[src/rtl/core/rsw_pkg.sv]
// Shared types and constants for the reservation station wakeup block.
package rsw_pkg;

   // Default sizes of the station.
   localparam int ENTRIES_DEF    = 8;
   localparam int TAG_BITS_DEF   = 5;
   localparam int VALUE_BITS_DEF = 32;

   // Fixed field widths of the request and response items.
   localparam int ID_BITS       = 16;
   localparam int OPC_BITS      = 8;
   localparam int SLOT_BITS     = 3;
   localparam int RSP_DATA_BITS = 8;

   // Item kinds carried on req_tuser.
   localparam logic KIND_DISPATCH  = 1'b0;
   localparam logic KIND_BROADCAST = 1'b1;

   // Controller states.
   typedef enum logic {
      RSW_IDLE,
      RSW_EXEC
   } rsw_state_type;

   // Commands from the controller to the datapath.
   typedef struct packed {
      logic capture;
      logic execute;
   } rsw_cmd_type;

endpackage

[src/rtl/core/rsw_ctrl.sv]
// Controller state machine: request handshake, update sequencing and response valid.
module rsw_ctrl (
   input  logic                clock,
   input  logic                reset,
   input  logic                req_tvalid,
   output logic                req_tready,
   output logic                rsp_tvalid,
   input  logic                rsp_tready,
   output rsw_pkg::rsw_cmd_type cmd
);
   import rsw_pkg::*;

   rsw_state_type state_ff, state_in;
   logic          rsp_valid_ff, rsp_valid_in;

   // State and response valid registers.
   always_ff @(posedge clock) begin
      if (reset) begin
         state_ff     <= RSW_IDLE;
         rsp_valid_ff <= 1'b0;
      end else begin
         state_ff     <= state_in;
         rsp_valid_ff <= rsp_valid_in;
      end
   end

   // Next state and datapath commands.
   always_comb begin
      state_in     = state_ff;
      cmd          = '0;
      req_tready   = 1'b0;
      rsp_valid_in = rsp_valid_ff & ~rsp_tready;
      case (state_ff)
         RSW_IDLE: begin
            // An item may be taken while an earlier response still waits.
            req_tready = 1'b1;
            if (req_tvalid) begin
               cmd.capture = 1'b1;
               state_in    = RSW_EXEC;
            end
         end
         RSW_EXEC: begin
            // Update the entries once the response register can take the result.
            if (!rsp_valid_ff || rsp_tready) begin
               cmd.execute  = 1'b1;
               rsp_valid_in = 1'b1;
               state_in     = RSW_IDLE;
            end
         end
         default: begin
            state_in = RSW_IDLE;
         end
      endcase
   end

   assign rsp_tvalid = rsp_valid_ff;

endmodule

[src/rtl/core/rsw_dpath.sv]
// Datapath: item register, entry array with tag match and allocation, response register.
module rsw_dpath #(
   parameter int ENTRIES    = rsw_pkg::ENTRIES_DEF,
   parameter int TAG_BITS   = rsw_pkg::TAG_BITS_DEF,
   parameter int VALUE_BITS = rsw_pkg::VALUE_BITS_DEF,
   localparam int REQ_DATA_BITS =
      ((rsw_pkg::ID_BITS + rsw_pkg::OPC_BITS + 4 * TAG_BITS + 3 * VALUE_BITS + 7) / 8) * 8
) (
   input  logic                               clock,
   input  logic                               reset,
   input  rsw_pkg::rsw_cmd_type               cmd,
   input  logic [REQ_DATA_BITS-1:0]           req_tdata,
   input  logic                               req_tuser,
   output logic [rsw_pkg::RSP_DATA_BITS-1:0]  rsp_tdata
);
   import rsw_pkg::*;

   localparam int IDX_BITS = $clog2(ENTRIES);

   // Bit offsets of the request fields in tdata.
   localparam int OFF_ID    = 0;
   localparam int OFF_OP    = OFF_ID + ID_BITS;
   localparam int OFF_DEST  = OFF_OP + OPC_BITS;
   localparam int OFF_S1T   = OFF_DEST + TAG_BITS;
   localparam int OFF_S1V   = OFF_S1T + TAG_BITS;
   localparam int OFF_S2T   = OFF_S1V + VALUE_BITS;
   localparam int OFF_S2V   = OFF_S2T + TAG_BITS;
   localparam int OFF_BT    = OFF_S2V + VALUE_BITS;
   localparam int OFF_BV    = OFF_BT + TAG_BITS;

   // Held request item.
   logic                         kind_ff;
   logic [ID_BITS-1:0]           inst_id_ff;
   logic [OPC_BITS-1:0]          inst_op_ff;
   logic [TAG_BITS-1:0]          dst_tag_ff, opa_tag_ff, opb_tag_ff, bcast_tag_ff;
   logic signed [VALUE_BITS-1:0] opa_value_ff, opb_value_ff, bcast_value_ff;

   // Entry storage.
   logic [ENTRIES-1:0]           valid_ff, valid_in;
   logic [ID_BITS-1:0]           e_id_ff [ENTRIES];
   logic [ID_BITS-1:0]           e_id_in [ENTRIES];
   logic [OPC_BITS-1:0]          e_op_ff [ENTRIES];
   logic [OPC_BITS-1:0]          e_op_in [ENTRIES];
   logic [TAG_BITS-1:0]          e_dest_ff [ENTRIES];
   logic [TAG_BITS-1:0]          e_dest_in [ENTRIES];
   logic [TAG_BITS-1:0]          e_s1t_ff [ENTRIES];
   logic [TAG_BITS-1:0]          e_s1t_in [ENTRIES];
   logic [TAG_BITS-1:0]          e_s2t_ff [ENTRIES];
   logic [TAG_BITS-1:0]          e_s2t_in [ENTRIES];
   logic signed [VALUE_BITS-1:0] e_s1v_ff [ENTRIES];
   logic signed [VALUE_BITS-1:0] e_s1v_in [ENTRIES];
   logic signed [VALUE_BITS-1:0] e_s2v_ff [ENTRIES];
   logic signed [VALUE_BITS-1:0] e_s2v_in [ENTRIES];

   logic                         have_free;
   logic [IDX_BITS-1:0]          free_idx;
   logic                         is_dispatch, is_bcast, alloc;
   logic [IDX_BITS+SLOT_BITS-1:0] slot_wide;
   logic [RSP_DATA_BITS-1:0]     rsp_in, rsp_ff;

   // Capture the accepted request.
   always_ff @(posedge clock) begin
      if (cmd.capture) begin
         kind_ff        <= req_tuser;
         inst_id_ff     <= req_tdata[OFF_ID +: ID_BITS];
         inst_op_ff     <= req_tdata[OFF_OP +: OPC_BITS];
         dst_tag_ff     <= req_tdata[OFF_DEST +: TAG_BITS];
         opa_tag_ff     <= req_tdata[OFF_S1T +: TAG_BITS];
         opa_value_ff   <= req_tdata[OFF_S1V +: VALUE_BITS];
         opb_tag_ff     <= req_tdata[OFF_S2T +: TAG_BITS];
         opb_value_ff   <= req_tdata[OFF_S2V +: VALUE_BITS];
         bcast_tag_ff   <= req_tdata[OFF_BT +: TAG_BITS];
         bcast_value_ff <= req_tdata[OFF_BV +: VALUE_BITS];
      end
   end

   // Lowest-numbered free entry.
   always_comb begin
      have_free = 1'b0;
      free_idx  = '0;
      for (int i = 0; i < ENTRIES; i++) begin
         if (!valid_ff[i] && !have_free) begin
            have_free = 1'b1;
            free_idx  = IDX_BITS'(i);
         end
      end
   end

   assign is_dispatch = (kind_ff == KIND_DISPATCH);
   assign is_bcast    = (kind_ff == KIND_BROADCAST) && (bcast_tag_ff != '0);
   assign alloc       = is_dispatch && have_free;

   // Per-entry update: allocation on dispatch, free and wakeup on broadcast.
   always_comb begin
      for (int i = 0; i < ENTRIES; i++) begin
         valid_in[i]  = valid_ff[i];
         e_id_in[i]   = e_id_ff[i];
         e_op_in[i]   = e_op_ff[i];
         e_dest_in[i] = e_dest_ff[i];
         e_s1t_in[i]  = e_s1t_ff[i];
         e_s1v_in[i]  = e_s1v_ff[i];
         e_s2t_in[i]  = e_s2t_ff[i];
         e_s2v_in[i]  = e_s2v_ff[i];
         if (alloc && (free_idx == IDX_BITS'(i))) begin
            valid_in[i]  = 1'b1;
            e_id_in[i]   = inst_id_ff;
            e_op_in[i]   = inst_op_ff;
            e_dest_in[i] = dst_tag_ff;
            e_s1t_in[i]  = opa_tag_ff;
            e_s1v_in[i]  = opa_value_ff;
            e_s2t_in[i]  = opb_tag_ff;
            e_s2v_in[i]  = opb_value_ff;
         end else if (is_bcast && valid_ff[i]) begin
            if (e_dest_ff[i] == bcast_tag_ff) begin
               // The producing instruction has completed: release its entry.
               valid_in[i] = 1'b0;
            end else begin
               if (e_s1t_ff[i] == bcast_tag_ff) begin
                  e_s1t_in[i] = '0;
                  e_s1v_in[i] = bcast_value_ff;
               end
               if (e_s2t_ff[i] == bcast_tag_ff) begin
                  e_s2t_in[i] = '0;
                  e_s2v_in[i] = bcast_value_ff;
               end
            end
         end
      end
   end

   // Entry control state, cleared by reset.
   always_ff @(posedge clock) begin
      if (reset) begin
         valid_ff <= '0;
         for (int i = 0; i < ENTRIES; i++) begin
            e_dest_ff[i] <= '0;
            e_s1t_ff[i]  <= '0;
            e_s2t_ff[i]  <= '0;
         end
      end else if (cmd.execute) begin
         valid_ff <= valid_in;
         for (int i = 0; i < ENTRIES; i++) begin
            e_dest_ff[i] <= e_dest_in[i];
            e_s1t_ff[i]  <= e_s1t_in[i];
            e_s2t_ff[i]  <= e_s2t_in[i];
         end
      end
   end

   // Entry payload, written only through allocation and wakeup.
   always_ff @(posedge clock) begin
      if (cmd.execute) begin
         for (int i = 0; i < ENTRIES; i++) begin
            e_id_ff[i]  <= e_id_in[i];
            e_op_ff[i]  <= e_op_in[i];
            e_s1v_ff[i] <= e_s1v_in[i];
            e_s2v_ff[i] <= e_s2v_in[i];
         end
      end
   end

   // Response fields, taken from the entry state after the update.
   assign slot_wide = {{SLOT_BITS{1'b0}}, free_idx};

   always_comb begin
      rsp_in    = '0;
      rsp_in[0] = is_dispatch && !have_free;
      rsp_in[SLOT_BITS:1] = alloc ? slot_wide[SLOT_BITS-1:0] : '0;
      rsp_in[SLOT_BITS+1] = ~&valid_in;
      rsp_in[SLOT_BITS+2] = |valid_in;
   end

   always_ff @(posedge clock) begin
      if (cmd.execute) begin
         rsp_ff <= rsp_in;
      end
   end

   assign rsp_tdata = rsp_ff;

endmodule

[src/rtl/core/reservation_station_wakeup.sv]
// Top level of the reservation station wakeup block.
//
// A reservation station of ENTRIES entries. Each request transfer is either a dispatch
// (req_tuser low), which writes the instruction into the lowest-numbered free entry, or a
// result broadcast (req_tuser high), which frees every valid entry whose destination tag
// matches and wakes every source operand waiting on that tag; broadcast tag zero matches
// nothing. Every request gives exactly one response transfer with the drop flag, the
// allocated slot and the vacancy and busy flags after the update. Each item is first taken
// into the item register, and then the tag compare and allocation logic updates all entries
// in parallel; no new request is taken until that update is done. A new request is taken
// while the previous response still waits, and the update waits only while the response
// register is full. Entries come up empty right after reset; there is no clearing pass.
module reservation_station_wakeup #(
   parameter int ENTRIES    = rsw_pkg::ENTRIES_DEF,
   parameter int TAG_BITS   = rsw_pkg::TAG_BITS_DEF,
   parameter int VALUE_BITS = rsw_pkg::VALUE_BITS_DEF,
   localparam int REQ_DATA_BITS =
      ((rsw_pkg::ID_BITS + rsw_pkg::OPC_BITS + 4 * TAG_BITS + 3 * VALUE_BITS + 7) / 8) * 8
) (
   input  logic                              clock,
   input  logic                              reset,
   input  logic                              req_tvalid,
   output logic                              req_tready,
   // inst_id, inst_op, dst_tag, opa_tag, opa_value, opb_tag, opb_value,
   // bcast_tag, bcast_value, zero fill
   input  logic [REQ_DATA_BITS-1:0]          req_tdata,
   // item kind: dispatch (low) or broadcast (high)
   input  logic                              req_tuser,
   output logic                              rsp_tvalid,
   input  logic                              rsp_tready,
   // status, slot, has_vacancy, any_busy, zero fill
   output logic [rsw_pkg::RSP_DATA_BITS-1:0] rsp_tdata
);
   import rsw_pkg::*;

   rsw_cmd_type cmd;

   rsw_ctrl u_ctrl (
      .clock      (clock),
      .reset      (reset),
      .req_tvalid (req_tvalid),
      .req_tready (req_tready),
      .rsp_tvalid (rsp_tvalid),
      .rsp_tready (rsp_tready),
      .cmd        (cmd)
   );

   rsw_dpath #(
      .ENTRIES    (ENTRIES),
      .TAG_BITS   (TAG_BITS),
      .VALUE_BITS (VALUE_BITS)
   ) u_dpath (
      .clock     (clock),
      .reset     (reset),
      .cmd       (cmd),
      .req_tdata (req_tdata),
      .req_tuser (req_tuser),
      .rsp_tdata (rsp_tdata)
   );

   // A dropped dispatch means every entry was busy.
   a_drop_full: assert property (@(posedge clock) disable iff (reset)
      rsp_tvalid && rsp_tdata[0] |-> !rsp_tdata[SLOT_BITS+1] && rsp_tdata[SLOT_BITS+2])
      else $error("dropped dispatch reported with a free entry");

   // A dropped dispatch reports slot zero.
   a_drop_slot: assert property (@(posedge clock) disable iff (reset)
      rsp_tvalid && rsp_tdata[0] |-> rsp_tdata[SLOT_BITS:1] == '0)
      else $error("dropped dispatch reported a nonzero slot");

   // A station with no vacancy must have busy entries.
   a_full_busy: assert property (@(posedge clock) disable iff (reset)
      rsp_tvalid && !rsp_tdata[SLOT_BITS+1] |-> rsp_tdata[SLOT_BITS+2])
      else $error("no vacancy reported while no entry is busy");

   // In the cycle after a request transfer the block is busy with the update and takes no request.
   a_one_at_a_time: assert property (@(posedge clock) disable iff (reset)
      req_tvalid && req_tready |=> !req_tready)
      else $error("request taken while the previous update is pending");

endmodule

[config.mk]
export PLATFORM = sky130hd
export DESIGN_NAME = reservation_station_wakeup
export DESIGN_NICKNAME = d
export VERILOG_FILES = /design/src/rtl/core/rsw_pkg.sv /design/src/rtl/core/rsw_ctrl.sv /design/src/rtl/core/rsw_dpath.sv /design/src/rtl/core/reservation_station_wakeup.sv
export SDC_FILE = /design/constraint.sdc
export NUM_CORES = 1
export LEC_CHECK = 0
export BUFFER_PORTS_ARGS = -buffer_cell sky130_fd_sc_hd__buf_2
export CAP_MARGIN = 0
export CORE_MARGIN = 2
export CORE_UTILIZATION = 30
export DETAILED_ROUTE_END_ITERATION = 12
export PLACE_DENSITY = 0.62
export SLEW_MARGIN = 30
export SYNTH_ARGS = -nofsm -noshare
export SYNTH_HDL_FRONTEND = slang
export SYNTH_SLANG_ARGS = --single-unit
[constraint.sdc]
create_clock -name clock -period 2.5 [get_ports clock]
set_clock_uncertainty 0.1 [all_clocks]
set_input_delay 0.125 -clock clock [delete_from_list [all_inputs] [get_ports clock]]
set_output_delay 0.125 -clock clock [all_outputs]
set_load 0.05 [all_outputs]
==> reports/metrics.cfg, run 1 <==
[status]
outcome = finished clean

[clock_network]
cts_resized = 0
clock_latency_ns = 0.35
cts_root_buffer = clkbuf_8
cts_max_path_buffers = 2
cts_buffers = 9
clkSinkCount = 67
cts.clk_slew.worst_paths_ns = 0.07
cts_tree = built
htreeDepth = 3

[layout]
antenna_cells = 0
fin_area_mm2 = 0.00379
area_delta_synth_final_pct = 20.7
drive_gt1_share_pct = 22.3
nets = 449

[route]
drt_iter0_markers = 96
antenna_left = 0
dr.pass1.iters = 4
vias_per_cell = 4.72
drcViolationCount = 0
wl_per_cell_um = 15.3
vias = 2080
finalWirelength_um = 6730

[sta]
finalHoldViolCount = 0
post-route-min-period_ns = 2.43
rsz0062_at_grt = true
worst_pin_slew_ns = 0.618
whs_ns = 0.106
relSlewSlack_pct = 58.5
finalSetupViolCount = 0
final.period_utilization_pct = 97.3
fmax_mhz = 411
slew_violations = 0

[logic_synthesis]
yosysTopAreaCellShare_pct = 54.5
synth_most_common_cell = edfxtp_1
synth_simple_gate_area_share_pct = 12.9
synth_xor_area_share_pct = 11.2
synth_edf_count = 57
yosys_warnings = 0
syn_inst = 250
syn_area_mm2 = 0.00314
yosysTopAreaCell = edfxtp_1
ys_types = 49
synthArstFlopShare_pct = 0
synth_fa_ha_area_share_pct = 0
ys_seq_area_share_pct = 60.9
synth_seq_cells = 67
synth-main-ff-cell = edfxtp_1
synth_compound_area_share_pct = 11.0
synth_top_family_by_area = simple AND/OR/NAND/NOR gates
synth_mux_area_share_pct = 0
netlist_top_cells_count = 57 x edfxtp_1, 26 x xnor2_1, 14 x nand2_1, 14 x xor2_1, 11 x and3_1
synth_area_leaders = edfxtp_1 55%, xnor2_1 7.3%, dfxtp_1 6.4%
avgSynthCellArea_um2 = 12.6

[pwr]
combinationalPowerShare_pct = 12.8
total_power_w = 0.00245
p_seq_share_pct = 54.2
p_clk_share_pct = 33.1
powerDensity_mw_per_mm2 = 646
leakage_nw = 1.39
power.share.switching_pct = 27.2
power.net_switching_w = 0.000665
intPower_w = 0.00178
irDropWorstVdd_v = 0.000294

[floorplan]
io-pin-count = 159
row_count = 37
die_y_um = 106
dieWidth_um = 106
coreArea_mm2 = 0.0102
initial_core_util_pct = 30.7
die_area_mm2 = 0.0113

[critical_path]
crit_path_end_kind = register
rr_endpoint = u_dpath.rsp_tdata[4]
required_ns = 2.48
startpoint = u_dpath.bcast_tag_ff[0]
r2r-start = u_dpath.bcast_tag_ff[0]
path_max_fanout = 6
worst-setup-path-type = register to register
r2r_slack_ns = 0.07
crit_end = u_dpath.rsp_tdata[4]
rr_worst_depth = 5
startpoint_type = register
worstPathArrival_ns = 2.41

[grt]
grt_usage_pct = 12.7
grt.overflow.total = 0
grt_pass1_wl_um = 10700
grt_max_degree = 24
antenna_found_initial = 0
grt_pass1_vias = 2031

[place]
portBuffers = 22
hpwl_um = 4690
dpl_cell_area_mm2 = 0.00346
gp_congestion = 0.890

[worst_hold_path]
worstHoldPathType = input port to register

[job]
max-cap-violations = 0

## timing repair
| action | in CTS | in global routing |
|---|---|---|
| hold buffers | 12 | 0 |
| setup endpoints to repair | 0 | 2 |
| setup buffers | 0 | 4 |
| endpoints found under the hold margin | 12 | 0 |
## final cells by class
type,count,area [µm²]
fill,980,6440
sequential,67,1910
multi-input combinational,160,1110
timing repair buffer,57,403
tap,136,170
clock buffer,9,124
clock inverter,7,51.3
inverter,5,18.8
## kinds of logic (layout without fill, tap and decap cells)
group,after synthesis,count (layout)
buffers and inverters,24,78
and+or+nand+nor,73,73
xor gates and xnor gates,40,40
other,1,2
DFF,67,67
AOI/OAI and AO/OA,45,45
## power groups by stage
stage / Clock [W] / Combinational (W) / Sequential, W
detailed placement: 0 / 0.000290 / 0.00135
global route: 0.000877 / 0.000341 / 0.00133
global placement: 0 / 0.000287 / 0.00135
CTS: 0.000830 / 0.000305 / 0.00133
floorplan: 0 / 0.000199 / 0.00135
finish: 0.000808 / 0.000312 / 0.00133
## worst min path at each step
stage                   startpoint                 endpoint  slack, ns  depth (start not counted)
global route                 reset        u_ctrl.rsp_tvalid       0.14                          2
floorplan           req_tdata[103]  u_dpath.bcast_tag_ff[0]       0.12                          0
detailed placement   req_tdata[24]    u_dpath.dst_tag_ff[0]       0.20                          1
finish                       reset      u_dpath.valid_ff[0]       0.11                          2
global placement     req_tdata[26]    u_dpath.dst_tag_ff[2]       0.20                          1
CTS                          reset      u_dpath.valid_ff[0]        0.1                          2
## per-stage QoR
stage               setup slack, ns  TNS [ns]  std cells  util, %
finish                       0.0663         0        441     37.0
global route               -0.00271  -0.00271        441     37.0
CTS                          0.0425         0        437     36.7
detailed placement           0.0534         0        409     33.8
global placement             0.0703         0        409     33.8
floorplan                     0.140         0        251        -
## layout by cell type (no fill, tap or decap), types with 3 or more instances in the layout
master and instances:
xnor2_1 26, buf_4 23, dlygate4sd3_1 12, nor4_1 3, clkbuf_8 9, nand2_1 14
and2_1 3, inv_1 5, nand3_1 9, a21o_1 8, buf_2 22, o21ai_0 3
nand4_1 3, dfxtp_1 10, a211oi_1 3, nor2b_1 7, edfxtp_1 57, nor3_1 5
and3_1 11, a21oi_1 10, xor2_1 14, nor2_1 9
## metal layers
metal	GRT usage, %	share of wire, %
met5	0	0
met4	6.11	2.7
met3	3.00	6.2
met2	19.1	45
met1	17.3	46
## critical path, stage by stage (launching register included)
cell	delay [ns]
edfxtp_1	0.39
or4_4	0.60
o21ai_4	0.23
o41a_2	0.25
a2bb2oi_1	0.07
or4b_1	0.54
## sequential cells by signal, summed over array words and instances, names as in the netlist
name	cells
u_ctrl.rsp_tvalid	1
u_ctrl.state_ff	1
u_dpath.bcast_tag_ff	5
u_dpath.dst_tag_ff	5
u_dpath.e_dest_ff	40
u_dpath.kind_ff	1
u_dpath.rsp_tdata	6
u_dpath.valid_ff	8
Power figures use the tool's default switching activity.
==> run 2: changes to the inputs <==
--- a/config.mk
+++ b/config.mk
@@ -10,7 +10,7 @@
 export CORE_MARGIN = 2
 export CORE_UTILIZATION = 30
 export DETAILED_ROUTE_END_ITERATION = 12
-export PLACE_DENSITY = 0.62
+export HOLD_SLACK_MARGIN = 0.12
 export SLEW_MARGIN = 30
 export SYNTH_ARGS = -nofsm -noshare
 export SYNTH_HDL_FRONTEND = slang
==> reports/metrics.cfg, run 2 (same netlist as run 1, synthesis figures left out) <==
[sta]
slew_violations = 0  ; unchanged
final.period_utilization_pct = 96.6  ; -0.74 points
post-route-min-period_ns = 2.42  ; -0.0184 ns
rsz0062_at_grt = false
finalSetupViolCount = 0  ; unchanged
setup_tns_ns = 0  ; unchanged
finalHoldViolCount = 0  ; unchanged
relSlewSlack_pct = 62.4  ; +4.0 points
fmax_mhz = 414  ; +0.76%
worst_pin_slew_ns = 0.559  ; -0.0593 ns

[critical_path]
path_max_fanout = 6  ; unchanged
startpoint = u_dpath.bcast_tag_ff[0]
worstPathArrival_ns = 2.40  ; about the same
r2r_slack_ns = 0.08  ; +0.02 ns
rr_endpoint = u_dpath.rsp_tdata[4]
required_ns = 2.49  ; about the same
crit_end = u_dpath.rsp_tdata[4]
worst-setup-path-type = register to register
r2r-start = u_dpath.bcast_tag_ff[0]
startpoint_type = register
rr_worst_depth = 5  ; unchanged
crit_path_end_kind = register

[clock_network]
cts_setup_buffers = 0  ; unchanged
cts.clk_slew.worst_paths_ns = 0.07  ; about the same
clock_latency_ns = 0.36  ; about the same
cts_resized = 0  ; unchanged
cts_root_buffer = clkbuf_8
cts_buffers = 9  ; unchanged
clkSinkCount = 67  ; unchanged
cts_tree = built
holdBufCountCts = 13  ; +1
cts_max_path_buffers = 2  ; unchanged
htreeDepth = 3  ; unchanged

[floorplan]
initial_core_util_pct = 30.7  ; unchanged
row_count = 37  ; unchanged
coreArea_mm2 = 0.0102  ; unchanged
io-pin-count = 159  ; unchanged
die_y_um = 106  ; unchanged
dieWidth_um = 106  ; unchanged
die_area_mm2 = 0.0113  ; unchanged

[pwr]
power.net_switching_w = 0.000666  ; +0.12%
p_clk_share_pct = 35.8  ; +2.7 points
intPower_w = 0.00188  ; +5.5%
p_seq_share_pct = 52.0  ; -2.2 points
leakage_nw = 1.38  ; -0.45%
powerDensity_mw_per_mm2 = 671  ; +3.8%
power.share.switching_pct = 26.2  ; -1.0 points
combinationalPowerShare_pct = 12.2  ; -0.6 points
irDropWorstVdd_v = 0.000359  ; +22%

[grt]
grt_usage_pct = 12.7  ; +0.013 points
grt_max_degree = 24  ; unchanged
antenna_found_initial = 0  ; unchanged
grt_pass1_wl_um = 10700  ; -0.45%
grt.overflow.total = 0  ; unchanged
grt_pass1_vias = 1989  ; -2.1%

[route]
drt_iter0_markers = 111  ; +16%
vias = 2059  ; -1.0%
vias_per_cell = 4.71  ; -0.10%
dr.pass1.iters = 4  ; unchanged
wl_per_cell_um = 15.3  ; +0.42%
drcViolationCount = 0  ; unchanged
antenna_left = 0  ; unchanged
finalWirelength_um = 6700  ; -0.49%

[layout]
fillers = 992  ; +1.2%
regMostFlops = u_dpath.e_dest_ff
nets = 445  ; -0.89%
antenna_cells = 0  ; unchanged
layout_common_cells = 57 x edfxtp_1, 26 x xnor2_1, 22 x buf_2
area_delta_synth_final_pct = 20.9
largest_reg_flops = 40  ; unchanged
final_common_cell = edfxtp_1
drive_gt1_share_pct = 20.6  ; -1.7 points
fin_area_mm2 = 0.00379  ; +0.23%
fin_cells = 437  ; -0.91%

[worst_hold_path]
worstHoldPathType = input port to register
min_path_cells = 4  ; +2

[place]
dpl_cell_area_mm2 = 0.00347  ; +0.14%
hpwl_um = 4510  ; -3.6%
dpl.cell_count = 408  ; -0.24%
gp_congestion = 0.894  ; +0.37%
portBuffers = 22  ; unchanged

[job]
max-cap-violations = 0  ; unchanged

[status]
outcome = finished clean

## run 2: how the worst min path moves through the flow
stage | end | start | slack (ns)
4_1_cts | u_ctrl.rsp_tvalid | rsp_tready | 0.16
2_1_floorplan | u_dpath.bcast_tag_ff[0] | req_tdata[103] | 0.12
3_3_place_gp | u_dpath.dst_tag_ff[3] | req_tdata[27] | 0.20
3_5_place_dp | u_dpath.bcast_tag_ff[2] | req_tdata[105] | 0.20
5_1_grt | u_ctrl.rsp_tvalid | rsp_tready | 0.22
6_report | u_ctrl.rsp_tvalid | rsp_tready | 0.17
## run 2: final cells by class
cell class	instances	area, µm²	area share [%]
inverter	5	18.8	0.495
tap	136	170	4.48
multi-input combinational	160	1110	29.2
timing repair buffer	53	388	10.2
clock inverter	7	75.1	1.98
clock buffer	9	124	3.26
sequential	67	1910	50.4
## run 2: per-stage QoR
step                hold slack [ns]  setup WS [ns]  util [%]  total power, W
finish                        0.166         0.0847      37.1         0.00255
global route                  0.216         0.0236      37.1         0.00265
CTS                           0.162         0.0803      37.1         0.00256
detailed placement            0.203         0.0917      33.9         0.00164
global placement              0.202         0.0903      33.9         0.00164
floorplan                     0.124          0.140         -         0.00155
## run 2: per-layer routing
layer	track usage, %	part of all wire [%]	up-vias
li1	-	-	1009
met1	17.3	47	964
met2	19.2	46	76
met3	3.56	5.6	10
met4	5.08	1.8	0
met5	0	0	-
## run 2: critical path, stage by stage, from the launching register on
cell,delay [ns]
edfxtp_1,0.39
or4_4,0.59
o21ai_4,0.22
o41a_2,0.24
a2bb2oi_1,0.07
or4b_1,0.53
## run 2: power by group through the flow
stage | clock, W | sequential (W) | combinational [W]
6_report | 0.000912 | 0.00132 | 0.000310
5_1_grt | 0.000980 | 0.00133 | 0.000339
4_1_cts | 0.000928 | 0.00132 | 0.000312
3_5_place_dp | 0 | 0.00135 | 0.000294
3_3_place_gp | 0 | 0.00135 | 0.000291
2_1_floorplan | 0 | 0.00135 | 0.000199
